==> src/lmcs_pkg.sv <==
// ----------------------------------------------------------------------------
// lmcs_pkg
// Shared types and constants for the led matrix column scanner.
// ----------------------------------------------------------------------------
`default_nettype none

package lmcs_pkg;

   localparam int MODULES_DEF = 10;
   localparam int COLUMNS_DEF = 5;

   localparam logic [1:0] MODE_WRITE   = 2'd0;
   localparam logic [1:0] MODE_REFRESH = 2'd1;
   localparam logic [1:0] MODE_BLANK   = 2'd2;

   localparam logic [7:0] BLANK_BYTE = 8'hFF;

   typedef struct packed {
      logic [1:0] mode;
      logic [5:0] module_index;
      logic [2:0] column_index;
      logic [7:0] pixel_byte;
   } req_type;

   typedef struct packed {
      logic [7:0] shift_byte;
      logic       last;
   } rsp_type;

endpackage

`default_nettype wire

==> src/lmcs_ram.sv <==
// ----------------------------------------------------------------------------
// lmcs_ram
// Generic single write port, single read port RAM with registered read data.
// ----------------------------------------------------------------------------
`default_nettype none

module lmcs_ram #(
   parameter  int WIDTH = 8,
   parameter  int DEPTH = 50,
   localparam int AW    = (DEPTH > 1) ? $clog2(DEPTH) : 1
) (
   input  wire logic             clock,
   input  wire logic             wr_en,
   input  wire logic [AW-1:0]    wr_addr,
   input  wire logic [WIDTH-1:0] wr_data,
   input  wire logic             rd_en,
   input  wire logic [AW-1:0]    rd_addr,
   output logic      [WIDTH-1:0] rd_data
);

   logic [WIDTH-1:0] mem_ff [DEPTH];
   logic [WIDTH-1:0] rd_data_ff;

   always_ff @(posedge clock) begin
      if (wr_en) begin
         mem_ff[wr_addr] <= wr_data;
      end
      if (rd_en) begin
         rd_data_ff <= mem_ff[rd_addr];
      end
   end

   assign rd_data = rd_data_ff;

endmodule

`default_nettype wire

==> src/lmcs_seq.sv <==
// ----------------------------------------------------------------------------
// lmcs_seq
// Sequencer for the column scanner: frame store clearing pass, frame writes,
// refresh scan with its own address stepper, and the result register.
// ----------------------------------------------------------------------------
`default_nettype none

module lmcs_seq #(
   parameter  int MODULES = lmcs_pkg::MODULES_DEF,
   parameter  int COLUMNS = lmcs_pkg::COLUMNS_DEF,
   localparam int DEPTH   = MODULES * COLUMNS,
   localparam int AW      = (DEPTH > 1) ? $clog2(DEPTH) : 1
) (
   input  wire logic             clock,
   input  wire logic             reset,
   input  wire logic             start,
   output logic                  busy,
   input  wire lmcs_pkg::req_type req_data,
   output logic                  rsp_strobe,
   output lmcs_pkg::rsp_type     rsp_data,
   output logic                  ram_wr_en,
   output logic [AW-1:0]         ram_wr_addr,
   output logic [7:0]            ram_wr_data,
   output logic                  ram_rd_en,
   output logic [AW-1:0]         ram_rd_addr,
   input  wire logic [7:0]       ram_rd_data
);

   localparam int MW = (MODULES > 1) ? $clog2(MODULES) : 1;

   typedef enum logic [4:0] {
      S_CLEAR = 5'b00001,
      S_IDLE  = 5'b00010,
      S_SCAN  = 5'b00100,
      S_DRAIN = 5'b01000,
      S_SEL   = 5'b10000
   } state_type;

   state_type         state_ff, state_in;
   logic [AW-1:0]     clr_ff, clr_in;
   logic [AW-1:0]     addr_ff, addr_in;
   logic [MW-1:0]     cnt_ff, cnt_in;
   logic [2:0]        col_ff, col_in;
   logic              rd_pend_ff, rd_pend_in;
   logic              rsp_strobe_ff, rsp_strobe_in;
   lmcs_pkg::rsp_type rsp_ff, rsp_in;

   logic              accept;
   logic              in_range;
   logic [2:0]        col_eff;
   logic [AW-1:0]     wr_addr;

   assign accept   = start && !busy;
   assign busy     = (state_ff != S_IDLE);
   assign in_range = ({2'b00, req_data.module_index} < 8'(MODULES)) &&
                     ({1'b0, req_data.column_index} < 4'(COLUMNS));
   assign col_eff  = ({1'b0, col_ff} >= 4'(COLUMNS)) ? 3'd0 : col_ff;
   assign wr_addr  = AW'(int'(req_data.module_index) * COLUMNS
                         + int'(req_data.column_index));

   always_comb begin
      state_in      = state_ff;
      clr_in        = clr_ff;
      addr_in       = addr_ff;
      cnt_in        = cnt_ff;
      col_in        = col_ff;
      rd_pend_in    = 1'b0;
      rsp_strobe_in = 1'b0;
      rsp_in        = rsp_ff;
      ram_wr_en     = 1'b0;
      ram_wr_addr   = wr_addr;
      ram_wr_data   = req_data.pixel_byte;
      ram_rd_en     = 1'b0;
      ram_rd_addr   = addr_ff;

      // frame byte read in the previous cycle goes out inverted
      if (rd_pend_ff) begin
         rsp_strobe_in     = 1'b1;
         rsp_in.shift_byte = ~ram_rd_data;
         rsp_in.last       = 1'b0;
      end

      unique case (state_ff)
         S_CLEAR: begin
            ram_wr_en   = 1'b1;
            ram_wr_addr = clr_ff;
            ram_wr_data = 8'h00;
            clr_in      = clr_ff + AW'(1);
            if (clr_ff == AW'(DEPTH - 1)) begin
               state_in = S_IDLE;
            end
         end
         S_IDLE: begin
            if (accept) begin
               case (req_data.mode)
                  lmcs_pkg::MODE_WRITE: begin
                     ram_wr_en = in_range;
                  end
                  lmcs_pkg::MODE_REFRESH: begin
                     // start at the last module of the current column
                     addr_in  = AW'((MODULES - 1) * COLUMNS) + AW'(col_eff);
                     cnt_in   = MW'(MODULES - 1);
                     state_in = S_SCAN;
                  end
                  lmcs_pkg::MODE_BLANK: begin
                     rsp_strobe_in     = 1'b1;
                     rsp_in.shift_byte = lmcs_pkg::BLANK_BYTE;
                     rsp_in.last       = 1'b1;
                  end
                  default: begin
                  end
               endcase
            end
         end
         S_SCAN: begin
            ram_rd_en  = 1'b1;
            rd_pend_in = 1'b1;
            addr_in    = addr_ff - AW'(COLUMNS);
            cnt_in     = cnt_ff - MW'(1);
            if (cnt_ff == '0) begin
               state_in = S_DRAIN;
            end
         end
         S_DRAIN: begin
            state_in = S_SEL;
         end
         S_SEL: begin
            rsp_strobe_in     = 1'b1;
            rsp_in.shift_byte = 8'hFF ^ (8'd1 << col_eff);
            rsp_in.last       = 1'b1;
            col_in   = ({1'b0, col_eff} == 4'(COLUMNS - 1)) ? 3'd0 : col_eff + 3'd1;
            state_in = S_IDLE;
         end
         default: begin
            state_in = S_CLEAR;
         end
      endcase
   end

   always_ff @(posedge clock) begin
      if (reset) begin
         state_ff      <= S_CLEAR;
         clr_ff        <= '0;
         col_ff        <= 3'd0;
         rd_pend_ff    <= 1'b0;
         rsp_strobe_ff <= 1'b0;
      end else begin
         state_ff      <= state_in;
         clr_ff        <= clr_in;
         col_ff        <= col_in;
         rd_pend_ff    <= rd_pend_in;
         rsp_strobe_ff <= rsp_strobe_in;
      end
   end

   always_ff @(posedge clock) begin
      addr_ff <= addr_in;
      cnt_ff  <= cnt_in;
      rsp_ff  <= rsp_in;
   end

   assign rsp_strobe = rsp_strobe_ff;
   assign rsp_data   = rsp_ff;

   a_read_gives_frame_byte: assert property (@(posedge clock) disable iff (reset)
      rd_pend_ff |=> rsp_strobe_ff && !rsp_ff.last)
      else $error("frame byte read did not produce a result");

   a_read_only_in_scan: assert property (@(posedge clock) disable iff (reset)
      rd_pend_ff |-> (state_ff == S_SCAN) || (state_ff == S_DRAIN))
      else $error("pending read outside scan");

   a_sel_is_last: assert property (@(posedge clock) disable iff (reset)
      (state_ff == S_SEL) |=> rsp_strobe_ff && rsp_ff.last && (state_ff == S_IDLE))
      else $error("column select byte missing");

   a_column_in_range: assert property (@(posedge clock) disable iff (reset)
      {1'b0, col_ff} < 4'(COLUMNS))
      else $error("column counter out of range");

endmodule

`default_nettype wire

==> src/led_matrix_column_scanner.sv <==
// ----------------------------------------------------------------------------
// led_matrix_column_scanner
// Column-multiplexed driver for a row of LED matrix modules on a shift chain.
//
//   channel   ports                         direction  accepted when
//   request   start, busy, req_data         in         start && !busy
//   result    rsp_strobe, rsp_data          out        rsp_strobe (one cycle)
//
// After reset the frame store is cleared, one entry a cycle, with busy high.
// A write, blank or unused item is taken without raising busy; a blank result
// shows in the cycle after it is accepted. A refresh keeps busy high through
// its states SCAN, DRAIN and SEL: one frame store read per module through the
// single read port, then the column-select byte.
// Results come in order, one per cycle; the receiver cannot stall them.
// ----------------------------------------------------------------------------
`default_nettype none

module led_matrix_column_scanner #(
   parameter int MODULES = lmcs_pkg::MODULES_DEF,
   parameter int COLUMNS = lmcs_pkg::COLUMNS_DEF
) (
   input  wire logic              clock,
   input  wire logic              reset,
   input  wire logic              start,
   output logic                   busy,
   input  wire lmcs_pkg::req_type req_data,
   output logic                   rsp_strobe,
   output lmcs_pkg::rsp_type      rsp_data
);

   localparam int DEPTH = MODULES * COLUMNS;
   localparam int AW    = (DEPTH > 1) ? $clog2(DEPTH) : 1;

   logic          ram_wr_en;
   logic [AW-1:0] ram_wr_addr;
   logic [7:0]    ram_wr_data;
   logic          ram_rd_en;
   logic [AW-1:0] ram_rd_addr;
   logic [7:0]    ram_rd_data;

   lmcs_ram #(
      .WIDTH (8),
      .DEPTH (DEPTH)
   ) u_frame (
      .clock   (clock),
      .wr_en   (ram_wr_en),
      .wr_addr (ram_wr_addr),
      .wr_data (ram_wr_data),
      .rd_en   (ram_rd_en),
      .rd_addr (ram_rd_addr),
      .rd_data (ram_rd_data)
   );

   lmcs_seq #(
      .MODULES (MODULES),
      .COLUMNS (COLUMNS)
   ) u_seq (
      .clock       (clock),
      .reset       (reset),
      .start       (start),
      .busy        (busy),
      .req_data    (req_data),
      .rsp_strobe  (rsp_strobe),
      .rsp_data    (rsp_data),
      .ram_wr_en   (ram_wr_en),
      .ram_wr_addr (ram_wr_addr),
      .ram_wr_data (ram_wr_data),
      .ram_rd_en   (ram_rd_en),
      .ram_rd_addr (ram_rd_addr),
      .ram_rd_data (ram_rd_data)
   );

endmodule

`default_nettype wire

==> config.mk <==
export PLATFORM = sky130hd
export DESIGN_NAME = led_matrix_column_scanner
export DESIGN_NICKNAME = d
export VERILOG_FILES = /design/src/lmcs_pkg.sv /design/src/lmcs_ram.sv /design/src/lmcs_seq.sv /design/src/led_matrix_column_scanner.sv
export SDC_FILE = /design/constraint.sdc
export NUM_CORES = 1
export LEC_CHECK = 0
export ABC_AREA = 1
export BUFFER_PORTS_ARGS = -buffer_cell sky130_fd_sc_hd__buf_2
export CORE_MARGIN = 10
export CORE_UTILIZATION = 55
export CTS_CLUSTER_SIZE = 20
export DETAILED_ROUTE_END_ITERATION = 10
export PLACE_DENSITY = 0.71
export SYNTH_ARGS = -nofsm -noshare
export SYNTH_HDL_FRONTEND = slang
export SYNTH_HIERARCHICAL = 1
export SYNTH_SLANG_ARGS = --single-unit
==> constraint.sdc <==
create_clock -name clock -period 3.7 [get_ports clock]
set_clock_uncertainty 0.05 [all_clocks]
set_input_delay 0.74 -clock clock [delete_from_list [all_inputs] [get_ports clock]]
set_output_delay 0.74 -clock clock [all_outputs]
set_load 0.05 [all_outputs]
==> results of run 1 <==
-- through the flow --
stage / worst slack (ns) / hold WS [ns]
floorplan: 0.290 / 0.408
global placement: 0.0408 / 0.403
detailed placement: -0.00851 / 0.404
CTS: 0.562 / 0.423
global route: 0.368 / 0.465
finish: 0.454 / 0.420
-- flip-flops by register name, indices dropped and copies added (netlist names), 3 cells and up --
signal             flops
u_seq/clr_ff           6
u_seq/ram_rd_addr      6
u_frame/mem_ff       400
u_seq/state_ff         5
u_seq/col_ff           3
u_seq/cnt_ff           4
u_frame/rd_data        8
u_seq/rsp_data         9
-- worst reg2reg max path, stage by stage (launching register included) --
cell and delay, ns:
dfxtp_1 0.35, inv_1 0.10, nor2_1 0.13, nand3_2 0.24
o21ai_0 0.69, inv_1 0.19, nor3_1 0.27, nand2_1 0.25
nor2_1 0.17, buf_4 0.19
-- where the power goes --
| group | internal (W) | switching (W) |
|---|---|---|
| sequential | 0.00645 | 0.000102 |
| clock | 0.00255 | 0.00180 |
| combinational | 0.000525 | 0.00199 |
-- final timing paths --
| path | start | cells past startpoint | to | slack, ns |
|---|---|---|---|---|
| worst min-delay path | u_seq/rsp_data[0] | 2 | u_seq/rsp_data[0] | 0.42 |
| worst max-delay path | req_data[11] | 11 | u_frame/mem_ff[45][5] | 0.45 |
| worst max register to register | u_seq/state_ff[0] | 9 | u_frame/mem_ff[43][7] | 0.77 |
| worst min register to register | u_seq/rsp_data[0] | 2 | u_seq/rsp_data[0] | 0.42 |
-- cell families after synthesis --
family	count (synthesis)	share of synthesized area
AND/OR/NAND/NOR	977	0.218
flip-flops	443	0.684
buffers and inverters	167	0.0467
AO/OA/AOI/OAI	117	0.0323
adder cells (fa/ha/maj)	24	0.0161
XOR/XNOR	6	0.00275
multiplexers	1	0.000525
-- routing by layer --
metal / part of all wire / up-vias / wire, um
li1: - / 6128 / -
met1: 0.42 / 6206 / 19400
met2: 0.46 / 594 / 21000
met3: 0.088 / 90 / 4020
met4: 0.030 / 0 / 1380
met5: 0 / - / 0
-- layout make-up --
cell class / count / area [sq um]
flip-flops and latches: 443 / 13100
fillers: 2700 / 13000
multi-input cells: 1125 / 5200
clock buffers: 59 / 1200
repair buffers: 113 / 818
well taps: 455 / 569
inverters: 76 / 290
clock inverters: 22 / 211
diodes: 1 / 2.50
-- placed cells by master, fill, tap and decap left out, drive strengths merged, types with 4 or more instances in the layout --
master	instances
nand4	9
nor3	13
nand2	478
bufinv	4
buf	113
edfxtp	418
clkbuf	59
a21oi	26
dfxtp	25
nor2	181
nand3	290
o211ai	9
xor2	4
inv	78
ha	23
clkinv	14
o21ai	79
==> results_dict.tcl, run 1 <==
set metrics [dict create \
    cp_max_fo 8 \
    crit_type "primary input to register" \
    postLayoutCoreUtil 0.621 \
    fin_setup_tns_ns 0 \
    ys_seq_area_frac 0.684 \
    worstPathCellList "buf_2, ha_1, ha_1, inv_1, fa_1, o21ai_0, inv_1, nor3_1, nand2_1, nor2_1, buf_4" \
    postSynthAreaPerCell_sq_um 11.0 \
    coreArea_sq_um 34400 \
    post-cts-setup-buffers 0 \
    die_w_um 206 \
    fin_area_sq_um 21300 \
    status "finished clean" \
    antenna_found_initial 0 \
    slew_headroom 0.339 \
    nets 1849 \
    fin_cells 2294 \
    area_delta_synth_final_pct 11.8 \
    crit_path_max_incr_delay_ns 0.52 \
    root_buffer "clkbuf_16" \
    required_ns 3.90 \
    cts_sinks 443 \
    synthFlopType "edfxtp_1" \
    grt.busiest_layer "met2" \
    cp_top_family "adder cells" \
    synth_edf_count 418 \
    grt_util_met1 0.299 \
    die_area_sq_um 42500 \
    cts_max_level 2 \
    grtUsageMet3 0.0356 \
    ios 33 \
    ys_top_cells_by_count "nand2_1, edfxtp_1, nand3_1, nor2_1, inv_1" \
    fin_crit_sh 0.877 \
    ys_types 40 \
    vias 13018 \
    drv_slew 0 \
    critPathSlowestCell "o21ai_0" \
    yosys_warnings 6 \
    synth_most_common_cell "nand2_1" \
    die_h_um 206 \
    rsz0062_at_grt "no" \
    synth_area_sq_um 19100 \
    start_util 0.555 \
    power_density_nw_per_um2 629 \
    clock_latency_ns 0.55 \
    tightest_slew_ns 0.991 \
    viasPerCell 5.67 \
    first_pass_iters 8 \
    clk_pin_slew_ns 0.06 \
    grt_pass1_wl_mm 70.4 \
    finalPower_w 0.0134 \
    crit_arrival_ns 3.45 \
    irDropWorstVdd_mv 0.611 \
    endpoint_kind "register" \
    worst_setup_path_start_kind "primary input" \
    drv_cap 0 \
    synth.top_cell.area_share 0.658 \
    grt_pass1_vias 12565 \
    period_minus_slack_ns 3.25 \
    cts_buffer_depth 3 \
    layout-drive-gt1-share 0.109 \
    syn_nets 1781 \
    rows 68 \
    drt-total-wl_mm 45.9 \
    synth_area_leader_cell "edfxtp_1" \
    setup_viol_count_final 0 \
    cts_tree "done" \
    met2_usage 0.335 \
    hold_violations 0 \
    ys_ff_latch 443 \
    ys_async_sr_fraction 0 \
    dp_hpwl_mm 27.7 \
    gr-total-overflow 0 \
    drt_iter0_markers 1539 \
    track_usage 0.215 \
    hold_class "register to register" \
    dp_cells 2212 \
    power_leakage_nw 8.06 \
    path_buf_inv 4 \
    drtAntennaViolNets 0 \
    yosys-top-cells-area "edfxtp_1, nand2_1, nand3_1, nor2_1, dfxtp_1" \
    synthCells 1735 \
    post_cts_resized 0 \
    dpl_cell_area_sq_um 19900 \
    route.detailed.drc 0 \
    cts_buffers 44 \
    drt-wirelength-per-cell_um 20.0 \
    io_buffers 32 \
    cts_hold_buf 0 \
    max_freq_mhz 308 \
    grt_max_degree 206 \
    gp_congestion 0.880 \
]
No activity file was read; power rests on OpenSTA's default activity.
==> inputs of run 2 (changes only) <==
--- a/config.mk
+++ b/config.mk
@@ -5,7 +5,6 @@
 export SDC_FILE = /design/constraint.sdc
 export NUM_CORES = 1
 export LEC_CHECK = 0
-export ABC_AREA = 1
 export BUFFER_PORTS_ARGS = -buffer_cell sky130_fd_sc_hd__buf_2
 export CORE_MARGIN = 10
 export CORE_UTILIZATION = 55
==> run 2 against run 1 <==
- synthesized cell count is 33% lower
- utilization increased by 1.9 points
- combinational power shrank 93%
- die area is 3.0% lower
- sequential power shrank 17%
- wire length is 5.5% lower
- global-route usage fell by 0.72 points
- first-iteration DRC count down 26%
- register-to-register slack worse by 0.23 ns
- largest power group unchanged
- setup slack got worse by 0.11 ns
- via count shrank 19%
==> results_dict.tcl, run 2 <==
set metrics [dict create \
    rsz0062_at_grt "no" \
    start_util 0.563 \
    synth_edf_count 418 \
    first_pass_iters 7 \
    clk_pin_slew_ns 0.06 \
    hold_class "register to register" \
    postSynthAreaPerCell_sq_um 15.8 \
    ys_async_sr_fraction 0 \
    die_area_sq_um 41300 \
    ys_seq_area_frac 0.708 \
    worst_setup_path_start_kind "primary input" \
    area_delta_synth_final_pct 13.7 \
    drt-total-wl_mm 43.4 \
    max_freq_mhz 298 \
    coreArea_sq_um 32800 \
    vias 10591 \
    synthFlopType "edfxtp_1" \
    period_minus_slack_ns 3.35 \
    nFillCells 2356 \
    finalPower_w 0.00987 \
    grt_max_degree 64 \
    cts_sinks 443 \
    post_cts_resized 0 \
    fin_setup_tns_ns 0 \
    hold_violations 0 \
    required_ns 3.89 \
    layout-drive-gt1-share 0.191 \
    fin_area_sq_um 21000 \
    cp_max_fo 8 \
    ys_types 54 \
    io_buffers 32 \
    status "finished clean" \
    ios 33 \
    cts_hold_buf 0 \
    setup_viol_count_final 0 \
    crit_arrival_ns 3.55 \
    crit_type "primary input to register" \
    fin_cells 1757 \
    die_w_um 203 \
    root_buffer "clkbuf_16" \
    syn_nets 1211 \
    cts_tree "done" \
    reg2reg_slack_ns 0.54 \
    ys_ff_latch 443 \
    n_antenna_cell 0 \
    gr-total-overflow 0 \
    largest_register_ffs 400 \
    cts_buffers 45 \
    hold-path-cell-count 2 \
    antenna_found_initial 1 \
    drt_iter0_markers 1139 \
    layout.cells.most_common "edfxtp_1" \
    fin_crit_sh 0.906 \
    dp_hpwl_mm 27.5 \
    post-cts-setup-buffers 0 \
    endpoint_kind "register" \
    synthCells 1165 \
    cts_buffer_depth 3 \
    yosys-top-cells-area "edfxtp_1, mux2i_1, mux4_2, dfxtp_1, nor2_1" \
    power_density_nw_per_um2 471 \
    irDropWorstVdd_mv 0.336 \
    reg2reg_depth 9 \
    drtAntennaViolNets 0 \
    drv_cap 0 \
    cts_max_level 2 \
    gp_congestion 0.837 \
    synth_area_sq_um 18400 \
    drv_slew 0 \
    yosys_warnings 6 \
    slew_headroom 0.259 \
    grt_pass1_wl_mm 64.9 \
    ys_top_cells_by_count "edfxtp_1, mux2i_1, nor2_1, nand2_1, a21oi_1" \
    regMostFlops "u_frame/mem_ff" \
    nets 1330 \
    track_usage 0.207 \
    rows 66 \
    synth_most_common_cell "edfxtp_1" \
    dp_cells 1679 \
    clock_latency_ns 0.54 \
    synth_area_leader_cell "edfxtp_1" \
    tightest_slew_ns 1.11 \
    route.detailed.drc 0 \
    dpl_cell_area_sq_um 19600 \
    final_cell_mix "edfxtp_1, mux2i_1, nor2_1" \
    die_h_um 203 \
    power_leakage_nw 7.81 \
    grt_pass1_vias 10408 \
    drt-wirelength-per-cell_um 24.7 \
    viasPerCell 6.03 \
    synth.top_cell.area_share 0.681 \
]
-- run 2: where the power goes --
part	internal, W	switching (W)
registers	0.00544	0.0000127
logic	0.0000677	0.000107
clock network	0.00243	0.00181
total	0.00793	0.00193
-- run 2: logic make-up (layout without fill, tap and decap cells) --
family | count (synthesis) | count (layout) | synth area share
AOI/OAI and AO/OA | 132 | 132 | 0.0482
xor gates and xnor gates | 17 | 17 | 0.00807
adders and majority gates | 24 | 24 | 0.0167
buffers and inverters | 73 | 223 | 0.0213
DFF | 443 | 443 | 0.708
muxes | 191 | 191 | 0.123
and+or+nand+nor | 285 | 285 | 0.0745
-- run 2: path summary, 6_finish.rpt --
check / startpoint / end
worst max-delay path: req_data[11] / u_frame/mem_ff[17][1]
worst min-delay path: u_seq/rsp_data[0] / u_seq/rsp_data[0]
worst min register to register: u_seq/rsp_data[0] / u_seq/rsp_data[0]
worst max register to register: u_seq/state_ff[1] / u_frame/mem_ff[8][0]
-- run 2: stage by stage --
| stage | hold slack (ns) | utilization | worst slack, ns |
|---|---|---|---|
| after floorplan | 0.411 | - | 0.0194 |
| after global placement | 0.409 | 0.598 | -0.134 |
| after detailed placement | 0.429 | 0.598 | -0.173 |
| after CTS | 0.447 | 0.640 | 0.366 |
| after global routing | 0.482 | 0.640 | 0.233 |
| final | 0.442 | 0.640 | 0.346 |
-- run 2: area by class of cell --
| type | instances | area (sq um) | area share |
|---|---|---|---|
| Multi-Input combinational cell | 649 | 5020 | 0.240 |
| Inverter | 16 | 60.1 | 0.00286 |
| Sequential cell | 443 | 13100 | 0.622 |
| Tap cell | 442 | 553 | 0.0264 |
| Timing Repair Buffer | 129 | 926 | 0.0441 |
| Clock inverter | 27 | 209 | 0.00996 |
| Clock buffer | 51 | 1150 | 0.0548 |
-- run 2: worst max-delay path, cell delays in order --
cell      delay (ns)
buf_2           0.11
ha_1            0.28
ha_1            0.29
inv_1           0.05
fa_1            0.37
nand2b_1        0.15
a21oi_1         0.15
xnor2_1         0.14
a21oi_1         0.11
buf_4           0.21
nor2_1          0.21
nand4_1         0.30
nor3_1          0.23
buf_4           0.20
-- run 2: routing by layer --
metal | wire length, um | part of all wire | up-vias | track usage
li1 | - | - | 4739 | -
met1 | 18200 | 0.42 | 5318 | 0.284
met2 | 20700 | 0.48 | 447 | 0.333
met3 | 3320 | 0.076 | 87 | 0.0350
met4 | 1190 | 0.027 | 0 | 0.0687
met5 | 0 | 0 | - | 0
==> inputs of run 3 (changes only) <==
--- a/config.mk
+++ b/config.mk
@@ -7,10 +7,9 @@
 export LEC_CHECK = 0
 export BUFFER_PORTS_ARGS = -buffer_cell sky130_fd_sc_hd__buf_2
 export CORE_MARGIN = 10
-export CORE_UTILIZATION = 55
+export CORE_UTILIZATION = 45
 export CTS_CLUSTER_SIZE = 20
 export DETAILED_ROUTE_END_ITERATION = 10
-export PLACE_DENSITY = 0.71
 export SYNTH_ARGS = -nofsm -noshare
 export SYNTH_HDL_FRONTEND = slang
 export SYNTH_HIERARCHICAL = 1
==> run 3 against run 2 <==
- via count decreased by 2.1%
- cell count increased by 6.4%
- sequential share of layout area decreased by 1.5 points
- sequential power about the same
- combinational power increased by 5%
- clock power increased by 16%
- cell area increased by 2.4%
- non-clock buffer count increased by 15
- highest routed layer unchanged
- setup slack improved by 0.0049 ns
- sequential cell count unchanged
- critical endpoint is now u_frame/mem_ff[32][1]
- largest cell class unchanged
- count of clock-buffer cells in the layout increased by 1
- worst hold slack got worse by 0.013 ns
==> results_dict.tcl, run 3 (same netlist as run 2, synthesis figures left out) <==
set metrics [dict create \
    clock_latency_ns 0.56 \
    hp-start "u_seq/rsp_data[0]" \
    critPathSlowestCell "nor4bb_1" \
    worstPathCellList "buf_2, ha_1, ha_1, buf_4, ha_1, a21o_1, a21oi_1, xor2_1, o21ai_0, buf_4, nor4bb_1, nand2b_1, nor3_2, buf_4" \
    hold_violations 0 \
    tightest_slew_ns 1.09 \
    rows 74 \
    drv_slew 0 \
    status "finished clean" \
    die_area_sq_um 49500 \
    io_buffers 32 \
    power_density_nw_per_um2 490 \
    cp_max_fo 8 \
    coreArea_sq_um 40600 \
    grt_pass1_wl_mm 65.2 \
    first_pass_iters 5 \
    n_antenna_cell 0 \
    final_cell_mix "edfxtp_1, mux2i_1, buf_4" \
    required_ns 3.91 \
    layout-drive-gt1-share 0.209 \
    vias 10366 \
    setup_ws_ns 0.351 \
    drv_cap 0 \
    regMostFlops "u_frame/mem_ff" \
    post-cts-setup-buffers 0 \
    cts_max_level 2 \
    post_cts_resized 0 \
    root_buffer "clkbuf_16" \
    grt_max_degree 52 \
    start_util 0.454 \
    area_delta_synth_final_pct 16.5 \
    irDropWorstVdd_mv 0.295 \
    dpl_cell_area_sq_um 19900 \
    antenna_found_initial 0 \
    nFillCells 3263 \
    die_h_um 222 \
    cts_sinks 443 \
    endpoint_kind "register" \
    cts_buffers 46 \
    cts_buffer_depth 3 \
    dp_hpwl_mm 28.9 \
    route.detailed.drc 0 \
    track_usage 0.173 \
    worstSetupStartpoint "req_data[11]" \
    cts_tree "done" \
    cts_hold_buf 0 \
    ios 33 \
    largest_register_ffs 400 \
    viasPerCell 5.54 \
    layout.cells.most_common "edfxtp_1" \
    pre_cts_ws_ns -0.167 \
    worst_setup_path_start_kind "primary input" \
    crit_type "primary input to register" \
    period_minus_slack_ns 3.35 \
    fin_area_sq_um 21500 \
    drtAntennaViolNets 0 \
    slew_headroom 0.271 \
    max_freq_mhz 299 \
    rsz0062_at_grt "no" \
    nets 1346 \
    drt-total-wl_mm 43.8 \
    gr-total-overflow 0 \
    fin_setup_tns_ns 0 \
    hold_class "register to register" \
    setup_viol_count_final 0 \
    grt_pass1_vias 10257 \
    crit_arrival_ns 3.56 \
    die_w_um 222 \
    drt-wirelength-per-cell_um 23.4 \
    r2r-start "u_seq/ram_rd_addr[0]" \
    fin_crit_sh 0.905 \
    power_leakage_nw 8.00 \
    drt_iter0_markers 909 \
    gp_congestion 0.849 \
    clk_pin_slew_ns 0.06 \
    crit_path_max_incr_delay_ns 0.41 \
]
-- run 3: cell count changes in the layout (fill, tap and decap cells not counted), moves of 2 or more --
cell and delta:
clkinvlp_4 +3, buf_4 +14, clkbuf_1 -3, clkbuf_16 +4
clkinv_1 -2, bufinv_16 +5
-- run 3: cell type report --
cell class	count	area (sq um)	area share
clock buffers	52	1240	0.0576
inverters	16	60.1	0.00280
clock inverters	34	389	0.0181
well taps	532	666	0.0310
flip-flops and latches	443	13100	0.608
repair buffers	144	1050	0.0489
multi-input cells	649	5020	0.234
-- run 3: through the flow --
stage	util	std cells	hold WS, ns	total power [W]
3_5_place_dp	0.488	1784	0.414	0.00574
6_report	0.528	1870	0.429	0.0105
5_1_grt	0.528	1870	0.451	0.0108
2_1_floorplan	-	1165	0.411	0.00565
3_3_place_gp	0.488	1784	0.406	0.00574
4_1_cts	0.528	1870	0.434	0.0106
-- run 3: path summary, 6_finish.rpt --
path	end	slack [ns]	cells past startpoint
min	u_seq/rsp_data[0]	0.43	2
min reg2reg	u_seq/rsp_data[0]	0.43	2
max reg2reg	u_frame/rd_data[2]	0.63	8
max	u_frame/mem_ff[32][1]	0.35	14
-- run 3: report_power, final --
group,internal [W],switching (W),total [W],leakage (nW)
clock network,0.00298,0.00192,0.00490,0.794
logic,0.0000749,0.000109,0.000184,2.71
registers,0.00544,0.0000133,0.00545,4.50
total,0.00849,0.00204,0.0105,8.00
-- run 3: layer usage --
metal,global-route usage,vias up,part of all wire
li1,-,4783,-
met5,0,-,0
met1,0.229,5232,0.44
met4,0.0527,0,0.025
met2,0.281,283,0.48
met3,0.0345,68,0.055
-- run 3: worst max-delay path, delay by kind of cell --
kind	cells	cell delay, ns
AO/OA/AOI/OAI	3	0.41
XOR/XNOR	1	0.16
adder cells (fa/ha/maj)	3	0.83
buffers and inverters	4	0.62
AND/OR/NAND/NOR	3	0.79
